[src/rtl/core/lvs_pkg.sv]
// Shared types and constants of the Laplacian-variance sharpness meter.
// Used by lvs_var_unit and laplacian_variance_sharpness; depends on nothing.
package lvs_pkg;

	// Fixed widths of the external words and of the Laplacian terms
	localparam int PIX_W   = 8;
	localparam int CFG_W   = 9;
	localparam int CFG_IDX_W = 1;
	localparam int VAR_W   = 28;
	localparam int CNT_W   = 16;
	localparam int LAP_W   = 11;
	localparam int LAPSQ_W = 20;

	// Configuration register indexes
	localparam logic [CFG_IDX_W-1:0] REG_IMAGE_WIDTH  = 1'b0;
	localparam logic [CFG_IDX_W-1:0] REG_IMAGE_HEIGHT = 1'b1;

	// Reset value of both frame dimensions
	localparam logic [CFG_W-1:0] DIM_RESET = 9'd112;

	// Pixel path sequencer
	typedef enum logic [1:0] {
		P_IDLE,
		P_EXEC,
		P_CALC,
		P_EMIT
	} pix_state_t;

	// Variance unit sequencer
	typedef enum logic [2:0] {
		V_IDLE,
		V_NS2,
		V_SS,
		V_SUB,
		V_NN,
		V_DIV,
		V_DONE
	} var_state_t;

endpackage

[src/rtl/core/lvs_var_unit.sv]
// Iterative variance unit: floor(256*(n*S2 - S^2)/n^2) with one shift-add
// multiplier and a restoring divider, one bit per cycle. Depends on lvs_pkg.
module lvs_var_unit import lvs_pkg::*; #(
	parameter int TW = 16,
	parameter int SW = 27,
	parameter int SQW = 36
) (
	input  logic                  clk,
	input  logic                  arst_n,
	input  logic                  start,
	input  logic [TW-1:0]         n,
	input  logic signed [SW-1:0]  s,
	input  logic [SQW-1:0]        s2,
	output logic                  done,
	output logic [VAR_W-1:0]      quotient
);

	localparam int MW  = SW - 1;
	localparam int PW  = 2 * TW + 20;
	localparam int DW  = 2 * TW;
	localparam int QW  = PW + 8;
	localparam int CNW = $clog2(QW + 1);

	var_state_t state_q, state_nxt;

	logic [CNW-1:0] cnt_q;
	logic [PW-1:0]  acc_q, mcand_q, p1_q, acc_nxt;
	logic [MW-1:0]  mplier_q, smag_q;
	logic [TW-1:0]  n_q;
	logic [DW-1:0]  den_q, rem_q;
	logic [QW-1:0]  dvd_q;
	logic [VAR_W-1:0] quo_q;
	logic [DW:0]    sh;
	logic [DW+1:0]  diff;
	logic           last;
	logic [MW-1:0]  smag_in;

	// One shift-add step and one restoring division step
	always_comb begin
		acc_nxt = mplier_q[0] ? acc_q + mcand_q : acc_q;
		sh      = {rem_q, dvd_q[QW-1]};
		diff    = {1'b0, sh} - {2'b00, den_q};
		smag_in = s[SW-1] ? MW'(-s) : MW'(s);
	end

	// Iteration count of the current phase reached
	always_comb begin
		case (state_q)
			V_NS2:   last = (cnt_q == CNW'(TW - 1));
			V_SS:    last = (cnt_q == CNW'(MW - 1));
			V_NN:    last = (cnt_q == CNW'(TW - 1));
			V_DIV:   last = (cnt_q == CNW'(QW - 1));
			default: last = 1'b0;
		endcase
	end

	// Next state
	always_comb begin
		state_nxt = state_q;
		case (state_q)
			V_IDLE:  if (start) state_nxt = V_NS2;
			V_NS2:   if (last) state_nxt = V_SS;
			V_SS:    if (last) state_nxt = V_SUB;
			V_SUB:   state_nxt = V_NN;
			V_NN:    if (last) state_nxt = V_DIV;
			V_DIV:   if (last) state_nxt = V_DONE;
			V_DONE:  state_nxt = V_IDLE;
			default: state_nxt = V_IDLE;
		endcase
	end

	// Outputs
	always_comb begin
		done     = (state_q == V_DONE);
		quotient = quo_q;
	end

	always_ff @(posedge clk or negedge arst_n) begin
		if (!arst_n) begin
			state_q <= V_IDLE;
		end else begin
			state_q <= state_nxt;
		end
	end

	// Datapath registers
	always_ff @(posedge clk) begin
		case (state_q)
			V_IDLE: begin
				n_q      <= n;
				smag_q   <= smag_in;
				acc_q    <= '0;
				mcand_q  <= PW'(s2);
				mplier_q <= MW'(n);
				cnt_q    <= '0;
			end
			V_NS2, V_SS, V_NN: begin
				acc_q    <= acc_nxt;
				mcand_q  <= mcand_q << 1;
				mplier_q <= mplier_q >> 1;
				cnt_q    <= cnt_q + CNW'(1);
				if (last) begin
					cnt_q <= '0;
					if (state_q == V_NS2) begin
						p1_q     <= acc_nxt;
						acc_q    <= '0;
						mcand_q  <= PW'(smag_q);
						mplier_q <= smag_q;
					end
					if (state_q == V_NN) begin
						den_q <= acc_nxt[DW-1:0];
						rem_q <= '0;
						quo_q <= '0;
					end
				end
			end
			V_SUB: begin
				dvd_q    <= {p1_q - acc_q, 8'h00};
				acc_q    <= '0;
				mcand_q  <= PW'(n_q);
				mplier_q <= MW'(n_q);
				cnt_q    <= '0;
			end
			V_DIV: begin
				rem_q <= diff[DW+1] ? sh[DW-1:0] : diff[DW-1:0];
				quo_q <= {quo_q[VAR_W-2:0], ~diff[DW+1]};
				dvd_q <= dvd_q << 1;
				cnt_q <= cnt_q + CNW'(1);
			end
			default: begin
				cnt_q <= cnt_q;
			end
		endcase
	end

endmodule

[config.mk]
export PLATFORM = sky130hd
export DESIGN_NAME = lvs_var_unit
export DESIGN_NICKNAME = d
export VERILOG_FILES = /design/src/rtl/core/lvs_pkg.sv /design/src/rtl/core/lvs_var_unit.sv
export SDC_FILE = /design/constraint.sdc
export NUM_CORES = 1
export LEC_CHECK = 0
export BUFFER_PORTS_ARGS = -buffer_cell sky130_fd_sc_hd__buf_2
export CORE_MARGIN = 2
export CORE_UTILIZATION = 45
export CTS_BUF_LIST = sky130_fd_sc_hd__clkbuf_16
export CTS_CLUSTER_DIAMETER = 40
export CTS_CLUSTER_SIZE = 20
export DETAILED_ROUTE_END_ITERATION = 10
export GPL_TIMING_DRIVEN = 0
export SLEW_MARGIN = 20
export SYNTH_ARGS = -nofsm -noshare
export SYNTH_HDL_FRONTEND = slang
export SYNTH_SLANG_ARGS = --single-unit
export TNS_END_PERCENT = 100
[constraint.sdc]
create_clock -name clk -period 23.8 [get_ports clk]
set_clock_uncertainty 0.2 [all_clocks]
set_input_delay 0 -clock clk [delete_from_list [all_inputs] [get_ports clk]]
set_output_delay 0 -clock clk [all_outputs]
set_load 0.005 [all_outputs]
After elaboration in Yosys (flattened, before gate mapping)
Cells that the tools add are included.
Widths: inputs -> output; s select.
- add/sub/neg operators: 5
- equal/unequal tests: 16
- mux-type cells: 28
- bitwise logic cells: 1
- reductions and logical operators: 13
- operators with widths (operator ; number):
    $mux 52 ; 5
    $pmux 52 s3 ; 1
    $pmux 60 s2 ; 1
    $pmux 52 s2 ; 1
    $mux 32 ; 3
    $mux 26 ; 3
    $pmux 26 s3 ; 1
    $pmux 32 s2 ; 1
    $mux 28 ; 2
    $pmux 28 s2 ; 1
    $add 52x52->52 ; 1
    $sub 52x52->52 ; 1
    $sub 33x32->34 ; 1
    $neg 26->26 ; 1
    $pmux 3 s6 ; 1
    $pmux 6 s3 ; 1
    $mux 3 ; 5
    $ne 2x2->1 const B ; 7
    $eq 3x3->1 const B ; 3
    $reduce_and 3->1 ; 3
    $add 6x1->6 const B ; 1
    $eq 3x2->1 const B ; 2
    $eq 6x4->1 const B ; 1
    $eq 6x5->1 const B ; 1
    other kinds (11) ; 15
- register bits: 385
- input port bits: 82
- output and inout bits: 29
- word-level logic and storage cells: 75

Logic depth before layout (Yosys ltp)
Gate-level depths: netlist of the first run.
- word-level depth: 5
- gate-level depth with buffers: 15
- depth with buffers taken out: 13

Worst setup path before layout of the first run
Ideal clock, no wire load.
- path type: flip-flop to flip-flop
- start point: reg state_q[1]
- end point: reg mcand_q[10], data pin
- setup time: 0.261 ns
- data arrival time: 12.794 ns
- required time: 23.339 ns
- path slack: 10.545 ns
- cell stages (with the launch flop): 8
- buffers on the path: 3
- clock period less this slack: 13.255 ns
- cell sequence: dfrtp_1 -> clkbuf_1 -> o21ai_0 -> o31ai_1 -> and2_1 -> clkbuf_1 -> clkbuf_1 -> a221o_1
- word-level cells in the longest chain between the ends: 5
- elaborated cells between the ends (all ways): 12
- those cells by class: 5 x eq/ne; 4 x mux; 3 x reduce/logical
- RTL lines (what ; RTL line ; RTL):
    from (decl) ; lvs_var_unit.sv:24 ; var_state_t state_q, state_nxt;
    from (signal assigned) ; lvs_var_unit.sv:82 ; state_q <= state_nxt;
    $eq 3x1->1 or $eq 3x3->1 (tied branches) ; lvs_var_unit.sv:48, lvs_var_unit.sv:88, lvs_var_unit.sv:104 ;
    $reduce_or 2->1 (no line) ; - ;
    $pmux 1 s3 ; lvs_var_unit.sv:48 ; case (state_q)
    $mux 52 ; lvs_var_unit.sv:102 ; if (last) begin
    $pmux 52 s3 (*) ; lvs_var_unit.sv:88 ; case (state_q)
    to (signal assigned) ; lvs_var_unit.sv:93 ; mcand_q <= PW'(s2);
    to (signal assigned) ; lvs_var_unit.sv:99 ; mcand_q <= mcand_q << 1;
    to (signal assigned) ; lvs_var_unit.sv:107 ; mcand_q <= PW'(smag_q);
    to (decl) ; lvs_var_unit.sv:27 ; logic [PW-1:0] acc_q, mcand_q, p1_q, acc_nxt;
Mark *: on every way between the ends. The rest lies on a longest branch, timed or not.
A chain may end at the register's enable or synchronous reset.

Worst setup path in the final report of the first run
- start point: reg mcand_q[0]
- end point: reg acc_q[50], data pin
- word-level cells in the longest chain between the ends: 5
- RTL lines (what ; RTL line ; RTL):
    $add 52x52->52 (*) ; lvs_var_unit.sv:40 ; acc_nxt = mplier_q[0] ? acc_q + mcand_q : acc_q;
    $mux 52 (*) ; lvs_var_unit.sv:40 ;
    $mux 52 ; lvs_var_unit.sv:104 ; if (state_q == V_NS2) begin
    $mux 52 (*) ; lvs_var_unit.sv:102 ;
    $pmux 52 s2 (*) ; lvs_var_unit.sv:88 ;
    to (signal assigned) ; lvs_var_unit.sv:98 ; acc_q <= acc_nxt;
    to (decl) ; lvs_var_unit.sv:27 ;
Marks and branches as above.

==> reports/qor.yml, run 1 <==
yosys:
  synth.net_count: 2498
  post_synth_num_cell_types: 89
  synthArstFlopShare: 0.007958
  synth_cells: 2277
  synth.avg_cell_area_um2: 10.25
  seq_area_frac_synth: 0.4845
  synth-warning-count: 0
  post_synth_edffs: 374
  postSynthRegisterBits: 377
  synth.cell_area_um2: 23340
  dominantRegCellSynth: "sky130_fd_sc_hd__edfxtp_1"
cts:
  cts_buffers: 60
  htree_num_levels: 2
  cts_setup_buffers: 0
  cts_tree: "yes"
  worst_setup_hold_path_clk_slew_ns: 0.05
  ctsResizeCount: 0
  clkSinkCount: 377
  clock_latency_late_sink_ns: 0.62
  max-clock-path-buffers: 3
  root_buffer: "sky130_fd_sc_hd__clkbuf_16"
route:
  num_vias: 18380
  first_pass_iters: 7
  detail-route-antenna-nets: 0
  wl_per_cell_um: 18.55
  detail_route.drc_violations: 0
  routed_via_density: 5.505
  totalWireLength_um: 61930
  drt_first_iter_violations: 1321
worst_setup_path:
  crit-reg2reg-capture: "acc_q[50]"
  setup.worst_path.end_class: "flip-flop"
  criticalPathCategory: "flip-flop to flip-flop"
  r2r_start: "mcand_q[0]"
  timing.critical_path.arrival_ns: 4.43
  cp_slowest_cell: "sky130_fd_sc_hd__o41ai_4"
  ff2ff_path_depth: 13
  cp_data_required_time_ns: 24.07
  timing.critical_path.slowest_cell_delay_ns: 0.48
  critical_path.max_fanout: 4
  rrSetupSlack_ns: 19.63
  worstSetupStartpointType: "flip-flop"
  worstPathCellList: "ha_1, inv_1, fa_1, nand2b_1, a21oi_1, a211oi_1, a21oi_2, a21oi_2, o41ai_4, a21oi_2, o31ai_1, mux2_2, a21oi_1"
  path_common_cell: "sky130_fd_sc_hd__a21oi_2"
worst_hold_path:
  hold_start: "s2[30]"
  worstHoldPathCells: 3
  min_path_type: "input pin to flip-flop"
  holdPathEnd: "mcand_q[30]"
cells_and_area:
  layout.cells.non_filler: 3338
  num_antenna_cells: 0
  layout.filler_cells: 4465
  area_delta_synth_final_pct: 22.37
  final_cell_area_um2: 28560
  nNetsFinal: 2830
  final_layout_size_suffix_gt1_frac: 0.1144
floorplanning:
  core_ar_um2: 51300
  die_width_um: 231.7
  die_h_um: 231.7
  die-area_um2: 53700
  count_of_standard_cell_rows: 83
  initial_core_utilization: 0.4549
  top_level_ports: 111
power_and_ir_drop:
  power.switching_uw: 343.6
  p_leak_nw: 11.31
  power_density_nw_per_um2: 56.60
  cell_internal_power_mw: 1.273
  combinationalPowerShare: 0.024
  pwr-share-seq: 0.446
  ir_drop_mv: 0.05161
  sw_frac_of_total: 0.2126
  power.share.clock: 0.530
timing:
  layout_min_cycle_time_ns: 4.167
  worst-slew-pin-transition_ns: 1.007
  setup_violations: 0
  final_hold_viol_count: 0
  rsz_0062_raised_after_global_routing: "false"
  maxSlewViolCount: 0
  fmax_mhz: 240.0
  timing.slew.headroom: 0.3279
  worst_hold_slack_ns: 0.04109
  setup_tns_ns: 0
  finalCritPeriodShare: 0.1751
placed_design:
  placed_cells: 3085
  globalplace.congestion: 0.8980
  placement.cell_area_um2: 25150
  detailed_place_hpwl_um: 46050
  io_buffers: 109
global_route:
  grt_max_degree: 53
  first_pass_grt_wire_length_um: 99220
  grt_antenna_before_repair: 0
  overflow: 0
  grt.total_usage: 0.2325
  first_global_vias: 18310
outcome:
  outcome: "complete, no violations"
flow_run:
  max_cap_violations: 0
## power groups by stage
stage	Sequential (mW)	Combinational (mW)	Clock (mW)
5_1_grt	0.721	0.0417	0.900
2_1_floorplan	0.734	0.00611	0
3_3_place_gp	0.734	0.0160	0
4_1_cts	0.721	0.0369	0.872
6_report	0.721	0.0392	0.856
3_5_place_dp	0.734	0.0165	0
## sequential cells by signal, indices dropped and copies added, names as in the netlist
| name | cells |
|---|---|
| acc_q | 52 |
| cnt_q | 6 |
| den_q | 32 |
| dvd_q | 52 |
| mcand_q | 52 |
| mplier_q | 26 |
| n_q | 16 |
| p1_q | 52 |
| quotient | 28 |
| rem_q | 32 |
| smag_q | 26 |
| state_q | 3 |
## through the flow
stage | power [mW] | setup WS, ns | util
final | 1.617 | 19.63 | 0.5567
after global routing | 1.663 | 19.35 | 0.5567
after CTS | 1.629 | 19.64 | 0.5566
after detailed placement | 0.7509 | 19.66 | 0.4903
after global placement | 0.7504 | 3.738 | 0.4821
after floorplan | 0.7406 | 10.55 | -
## cell type report
class	instances	area, um2	area share
clock inverters	50	456.7	0.01599
plain buffers	95	442.9	0.01551
well taps	680	850.8	0.02979
repair buffers	270	2337	0.08184
inverters	127	476.7	0.01669
flip-flops and latches	377	11310	0.3959
multi-input cells	1678	11160	0.3908
clock buffers	61	1526	0.05345
## critical path, delay by kind of cell, from the launching register on
kind	cells	cell delay (ns)
adders and majority gates	2	0.62
AOI/OAI and AO/OA	8	2.06
DFF	1	0.47
muxes	1	0.40
and+or+nand+nor	1	0.19
buffers and inverters	1	0.06
## synthesized netlist by cell type, drive strengths merged, types with 4 or more instances
cell     count  area share
clkbuf      76       0.013
xnor2       90       0.034
nand3b       4      0.0013
nor2       159       0.026
mux2i       39       0.017
nand4       24      0.0064
nand2b      25      0.0067
a211oi      26       0.010
a211o        6      0.0023
nor3        20      0.0043
a31oi       14      0.0044
or3         10      0.0027
a221o       32       0.014
inv        127       0.020
nand2      253       0.041
a22o        11      0.0041
edfxtp     374        0.48
ha         136       0.073
xor2        42       0.016
o211ai       7      0.0031
a221oi       6      0.0025
a21o        74       0.024
mux2         8      0.0039
o21bai      21      0.0069
o21a        20      0.0064
buf         18      0.0058
and3        10      0.0027
or2          6      0.0016
and2        97       0.026
nand3       36      0.0077
nor3b        5      0.0016
o21ai      141       0.031
o2111ai      6      0.0023
o31ai       22      0.0071
a21boi      17      0.0056
nor2b       14      0.0038
nor4         7      0.0024
a21oi      234       0.051
o41ai        9      0.0053
o31a         9      0.0035
## kinds of logic (layout without fill, tap and decap cells)
group,count (synthesis),in the layout,share of synthesized area
simple gates,684,684,0.1394
compound gates,676,676,0.1911
flops,377,377,0.4845
buf+inv,222,603,0.03941
fa+ha+maj,139,139,0.07549
xor+xnor,132,132,0.04954
mux,47,47,0.02059
## layer usage
| layer | global-route usage | part of all wire | up-vias |
|---|---|---|---|
| met5 | 0 | 0 | - |
| met2 | 0.3688 | 0.45 | 552 |
| met1 | 0.3300 | 0.47 | 8648 |
| met4 | 0.07011 | 0.026 | 0 |
| li1 | - | - | 9072 |
| met3 | 0.03340 | 0.056 | 103 |
## cells in the final DEF, fill, tap and decap left out, types with 97 or more instances in the layout
| cell | netlist | layout |
|---|---|---|
| sky130_fd_sc_hd__o21ai_0 | 131 | 130 |
| sky130_fd_sc_hd__and2_1 | 97 | 97 |
| sky130_fd_sc_hd__nor2_1 | 154 | 152 |
| sky130_fd_sc_hd__inv_1 | 127 | 134 |
| sky130_fd_sc_hd__dlygate4sd3_1 | 0 | 142 |
| sky130_fd_sc_hd__edfxtp_1 | 374 | 374 |
| sky130_fd_sc_hd__nand2_1 | 251 | 250 |
| sky130_fd_sc_hd__buf_2 | 7 | 116 |
| sky130_fd_sc_hd__ha_1 | 136 | 136 |
| sky130_fd_sc_hd__a21oi_1 | 231 | 230 |
## worst max-delay path by stage
stage               start           to  slack, ns  depth (start not counted)
2_1_floorplan  state_q[1]  mcand_q[10]      10.55                          7
3_3_place_gp   state_q[1]  mcand_q[35]       3.74                          6
3_5_place_dp   mcand_q[0]    acc_q[50]      19.66                         13
4_1_cts        mcand_q[0]    acc_q[50]      19.64                         13
5_1_grt        mcand_q[0]    acc_q[50]      19.35                         13
6_report       mcand_q[0]    acc_q[50]      19.63                         13
## timing repair
| action | 4_1_cts | 5_1_grt |
|---|---|---|
| endpoints found under the hold margin | 98 | 0 |
| hold buffers | 142 | 0 |
| endpoints found under the setup margin | 0 | 0 |
No activity file was read; power rests on OpenSTA's default activity.
==> run 2: changes to the inputs <==
--- a/config.mk
+++ b/config.mk
@@ -5,6 +5,7 @@
 export SDC_FILE = /design/constraint.sdc
 export NUM_CORES = 1
 export LEC_CHECK = 0
+export ABC_AREA = 1
 export BUFFER_PORTS_ARGS = -buffer_cell sky130_fd_sc_hd__buf_2
 export CORE_MARGIN = 2
 export CORE_UTILIZATION = 45
==> constraint.sdc (replaced) <==
create_clock -name clk -period 4.3 [get_ports clk]
set_clock_uncertainty 0.2 [all_clocks]
set_input_delay 0 -clock clk [delete_from_list [all_inputs] [get_ports clk]]
set_output_delay 0 -clock clk [all_outputs]
set_load 0.005 [all_outputs]
==> reports/qor.yml, run 2 <==
yosys:
  synth.cell_area_um2: 26610  # +14%
  synthArstFlopShare: 0.007958  # unchanged
  post_synth_num_cell_types: 44  # -51%
  post_synth_edffs: 374  # unchanged
  synth-warning-count: 0  # unchanged
  seq_area_frac_synth: 0.4248  # -0.05965
  synth_cells: 3671  # +61%
  synth.avg_cell_area_um2: 7.250  # -29%
  yosysTopAreaCell: "sky130_fd_sc_hd__edfxtp_1"
  synthDominantCellAreaShare: 0.4220  # -0.05925
  count_leader_synth: "sky130_fd_sc_hd__nand2_1"
  netlist_top_cells_count: "sky130_fd_sc_hd__nand2_1, sky130_fd_sc_hd__inv_1, sky130_fd_sc_hd__nor2_1"
  postSynthRegisterBits: 377  # unchanged
  synth.net_count: 3892  # +56%
  synthTopCellsByArea: "sky130_fd_sc_hd__edfxtp_1, sky130_fd_sc_hd__nand2_1, sky130_fd_sc_hd__inv_1"
  dominantRegCellSynth: "sky130_fd_sc_hd__edfxtp_1"
cells_and_area:
  multiInputGateArea_um2: 12670  # +14%
  layout_commonest_cell: "sky130_fd_sc_hd__nand2_1"
  final_cell_mix: "sky130_fd_sc_hd__nand2_1, sky130_fd_sc_hd__inv_1, sky130_fd_sc_hd__nor2_1"
  layout.cells.non_filler: 4810  # +44%
  layout.filler_cells: 5774  # +29%
  area_delta_synth_final_pct: 18.98
  final_cell_area_um2: 31670  # +11%
  num_antenna_cells: 0  # unchanged
  reg_area_um2: 11310  # unchanged
  final_layout_size_suffix_gt1_frac: 0.07332  # -0.04105
  nNetsFinal: 4213  # +49%
route:
  routed_via_density: 5.053  # -8.2%
  first_pass_iters: 6  # -1
  totalWireLength_um: 83600  # +35%
  detail-route-antenna-nets: 0  # unchanged
  drt_first_iter_violations: 1821  # +38%
  wl_per_cell_um: 17.38  # -6.3%
  num_vias: 24300  # +32%
  detail_route.drc_violations: 0  # unchanged
global_route:
  grt.total_usage: 0.2771  # +0.04462
  grt_antenna_before_repair: 0  # unchanged
  first_pass_grt_wire_length_um: 129600  # +31%
  overflow: 0  # unchanged
  grt_max_degree: 55  # +3.8%
  first_global_vias: 23590  # +29%
cts:
  cts_setup_buffers: 0  # unchanged
  htree_num_levels: 2  # unchanged
  clock_latency_late_sink_ns: 0.64  # +0.02 ns
  root_buffer: "sky130_fd_sc_hd__clkbuf_16"
  ctsResizeCount: 0  # unchanged
  max-clock-path-buffers: 3  # unchanged
  cts_buffers: 56  # -6.7%
  clkSinkCount: 377  # unchanged
  cts_tree: "yes"
  worst_setup_hold_path_clk_slew_ns: 0.06  # about the same
flow_run:
  max_cap_violations: 0  # unchanged
worst_setup_path:
  cp_data_required_time_ns: 4.47  # -19.60 ns
  critical_path.max_fanout: 23  # +19
  criticalPathCategory: "flip-flop to flip-flop"
  timing.critical_path.arrival_ns: 3.73  # -0.70 ns
  setup.worst_path.end_class: "flip-flop"
  worstSetupStartpointType: "flip-flop"
timing:
  worst-slew-pin-transition_ns: 1.067  # +0.05997 ns
  final_hold_viol_count: 0  # unchanged
  maxSlewViolCount: 0  # unchanged
  setup_violations: 0  # unchanged
  worst_hold_slack_ns: 0.03419  # -0.006899 ns
  fmax_mhz: 280.4  # +17%
  rsz_0062_raised_after_global_routing: "false"
  timing.slew.headroom: 0.2847  # -0.04318
  layout_min_cycle_time_ns: 3.566  # -0.6009 ns
  finalCritPeriodShare: 0.8292  # +0.6542
placed_design:
  placed_cells: 4563  # +48%
  globalplace.congestion: 0.9777  # +8.9%
  placement.cell_area_um2: 28360  # +13%
  io_buffers: 109  # unchanged
  detailed_place_hpwl_um: 66350  # +44%
power_and_ir_drop:
  p_leak_nw: 15.58  # +38%
  ir_drop_mv: 0.3120  # +500%
  power_density_nw_per_um2: 276.3  # +390%
  report.power.total_mw: 8.750  # +440%
floorplanning:
  die_h_um: 247.2  # +6.7%
  die-area_um2: 61100  # +14%
  die_width_um: 247.2  # +6.7%
  top_level_ports: 111  # unchanged
  initial_core_utilization: 0.4527  # -0.002253
  count_of_standard_cell_rows: 89  # +7.2%
  core_ar_um2: 58800  # +15%
worst_hold_path:
  min_path_type: "input pin to flip-flop"
outcome:
  outcome: "complete, no violations"
-- run 2: cell count changes after synthesis, moves of 39 or more --
| cell | before | now |
|---|---|---|
| sky130_fd_sc_hd__nand2_1 | 251 | 1273 |
| sky130_fd_sc_hd__inv_1 | 127 | 603 |
| sky130_fd_sc_hd__nor2_1 | 154 | 391 |
| sky130_fd_sc_hd__nand3_1 | 36 | 205 |
| sky130_fd_sc_hd__and2_1 | 97 | 3 |
| sky130_fd_sc_hd__a21o_1 | 73 | 7 |
| sky130_fd_sc_hd__a21oi_1 | 231 | 176 |
| sky130_fd_sc_hd__clkbuf_1 | 75 | 27 |
| sky130_fd_sc_hd__mux2i_1 | 39 | 0 |
-- run 2: cell families after synthesis --
group | share of synthesized area
xor+xnor | 0.03126
fa+ha+maj | 0.06619
compound gates | 0.07348
flops | 0.4248
buf+inv | 0.1006
simple gates | 0.3037
-- run 2: worst max-delay path, cell delays in order (launching register included) --
cell	delay (ns)
sky130_fd_sc_hd__dfrtp_1	0.35
sky130_fd_sc_hd__buf_4	0.19
sky130_fd_sc_hd__nand2_4	0.14
sky130_fd_sc_hd__nor2_4	0.08
sky130_fd_sc_hd__inv_2	0.18
sky130_fd_sc_hd__clkbuf_1	0.63
sky130_fd_sc_hd__clkbuf_1	0.74
sky130_fd_sc_hd__o21ai_4	0.32
sky130_fd_sc_hd__buf_16	0.27
sky130_fd_sc_hd__buf_8	0.17
-- run 2: timing repair --
item,CTS,global route
endpoints found under the hold margin,99,0
endpoints found under the setup margin,0,0
hold buffers,144,0
-- run 2: final cells by class --
type                            instances  area share
Tap cell                              773     0.03054
Clock inverter                         47     0.01450
Sequential cell                       377      0.3570
Multi-Input combinational cell       2597      0.4001
Clock buffer                           56     0.04425
Buffer                                 71     0.01035
Timing Repair Buffer                  263     0.06903
Inverter                              626     0.07420
-- run 2: worst paths after layout --
path | start | endpoint | slack (ns) | cells after the start
worst max-delay path | state_q[2] | quotient[10] | 0.73 | 9
worst min-delay path | s2[32] | mcand_q[32] | 0.03 | 4
worst max register to register | state_q[2] | quotient[10] | 0.73 | 9
worst min register to register | dvd_q[53] | dvd_q[54] | 0.32 | 2
max in group asynchronous | arst_n | state_q[2] | 3.71 | 3
min in group asynchronous | arst_n | state_q[0] | 0.05 | 3
-- run 2: power breakdown --
part,switching [mW],leakage [nW],internal (mW)
Clock,1.83,0.914,2.67
Combinational,0.0989,11.0,0.159
Sequential,0,3.63,4.00
Total,1.93,15.6,6.82
-- run 2: per-layer routing --
layer  global-route usage  vias to the layer above  routed length [um]
li1                     -                    12370                   -
met1               0.3793                    11070               38400
met2               0.4604                      723               38110
met3              0.03093                      138                4583
met4              0.08524                        0                2503
met5                    0                        -                   0
-- run 2: per-stage QoR --
step	setup WS, ns	TNS (ns)	utilization
after floorplan	0.08557	0	-
after global placement	-1.252	-270.09	0.4784
after detailed placement	0.6443	0	0.4824
after CTS	0.6140	0	0.5386
after global routing	0.5314	0	0.5386
final	0.7343	0	0.5386
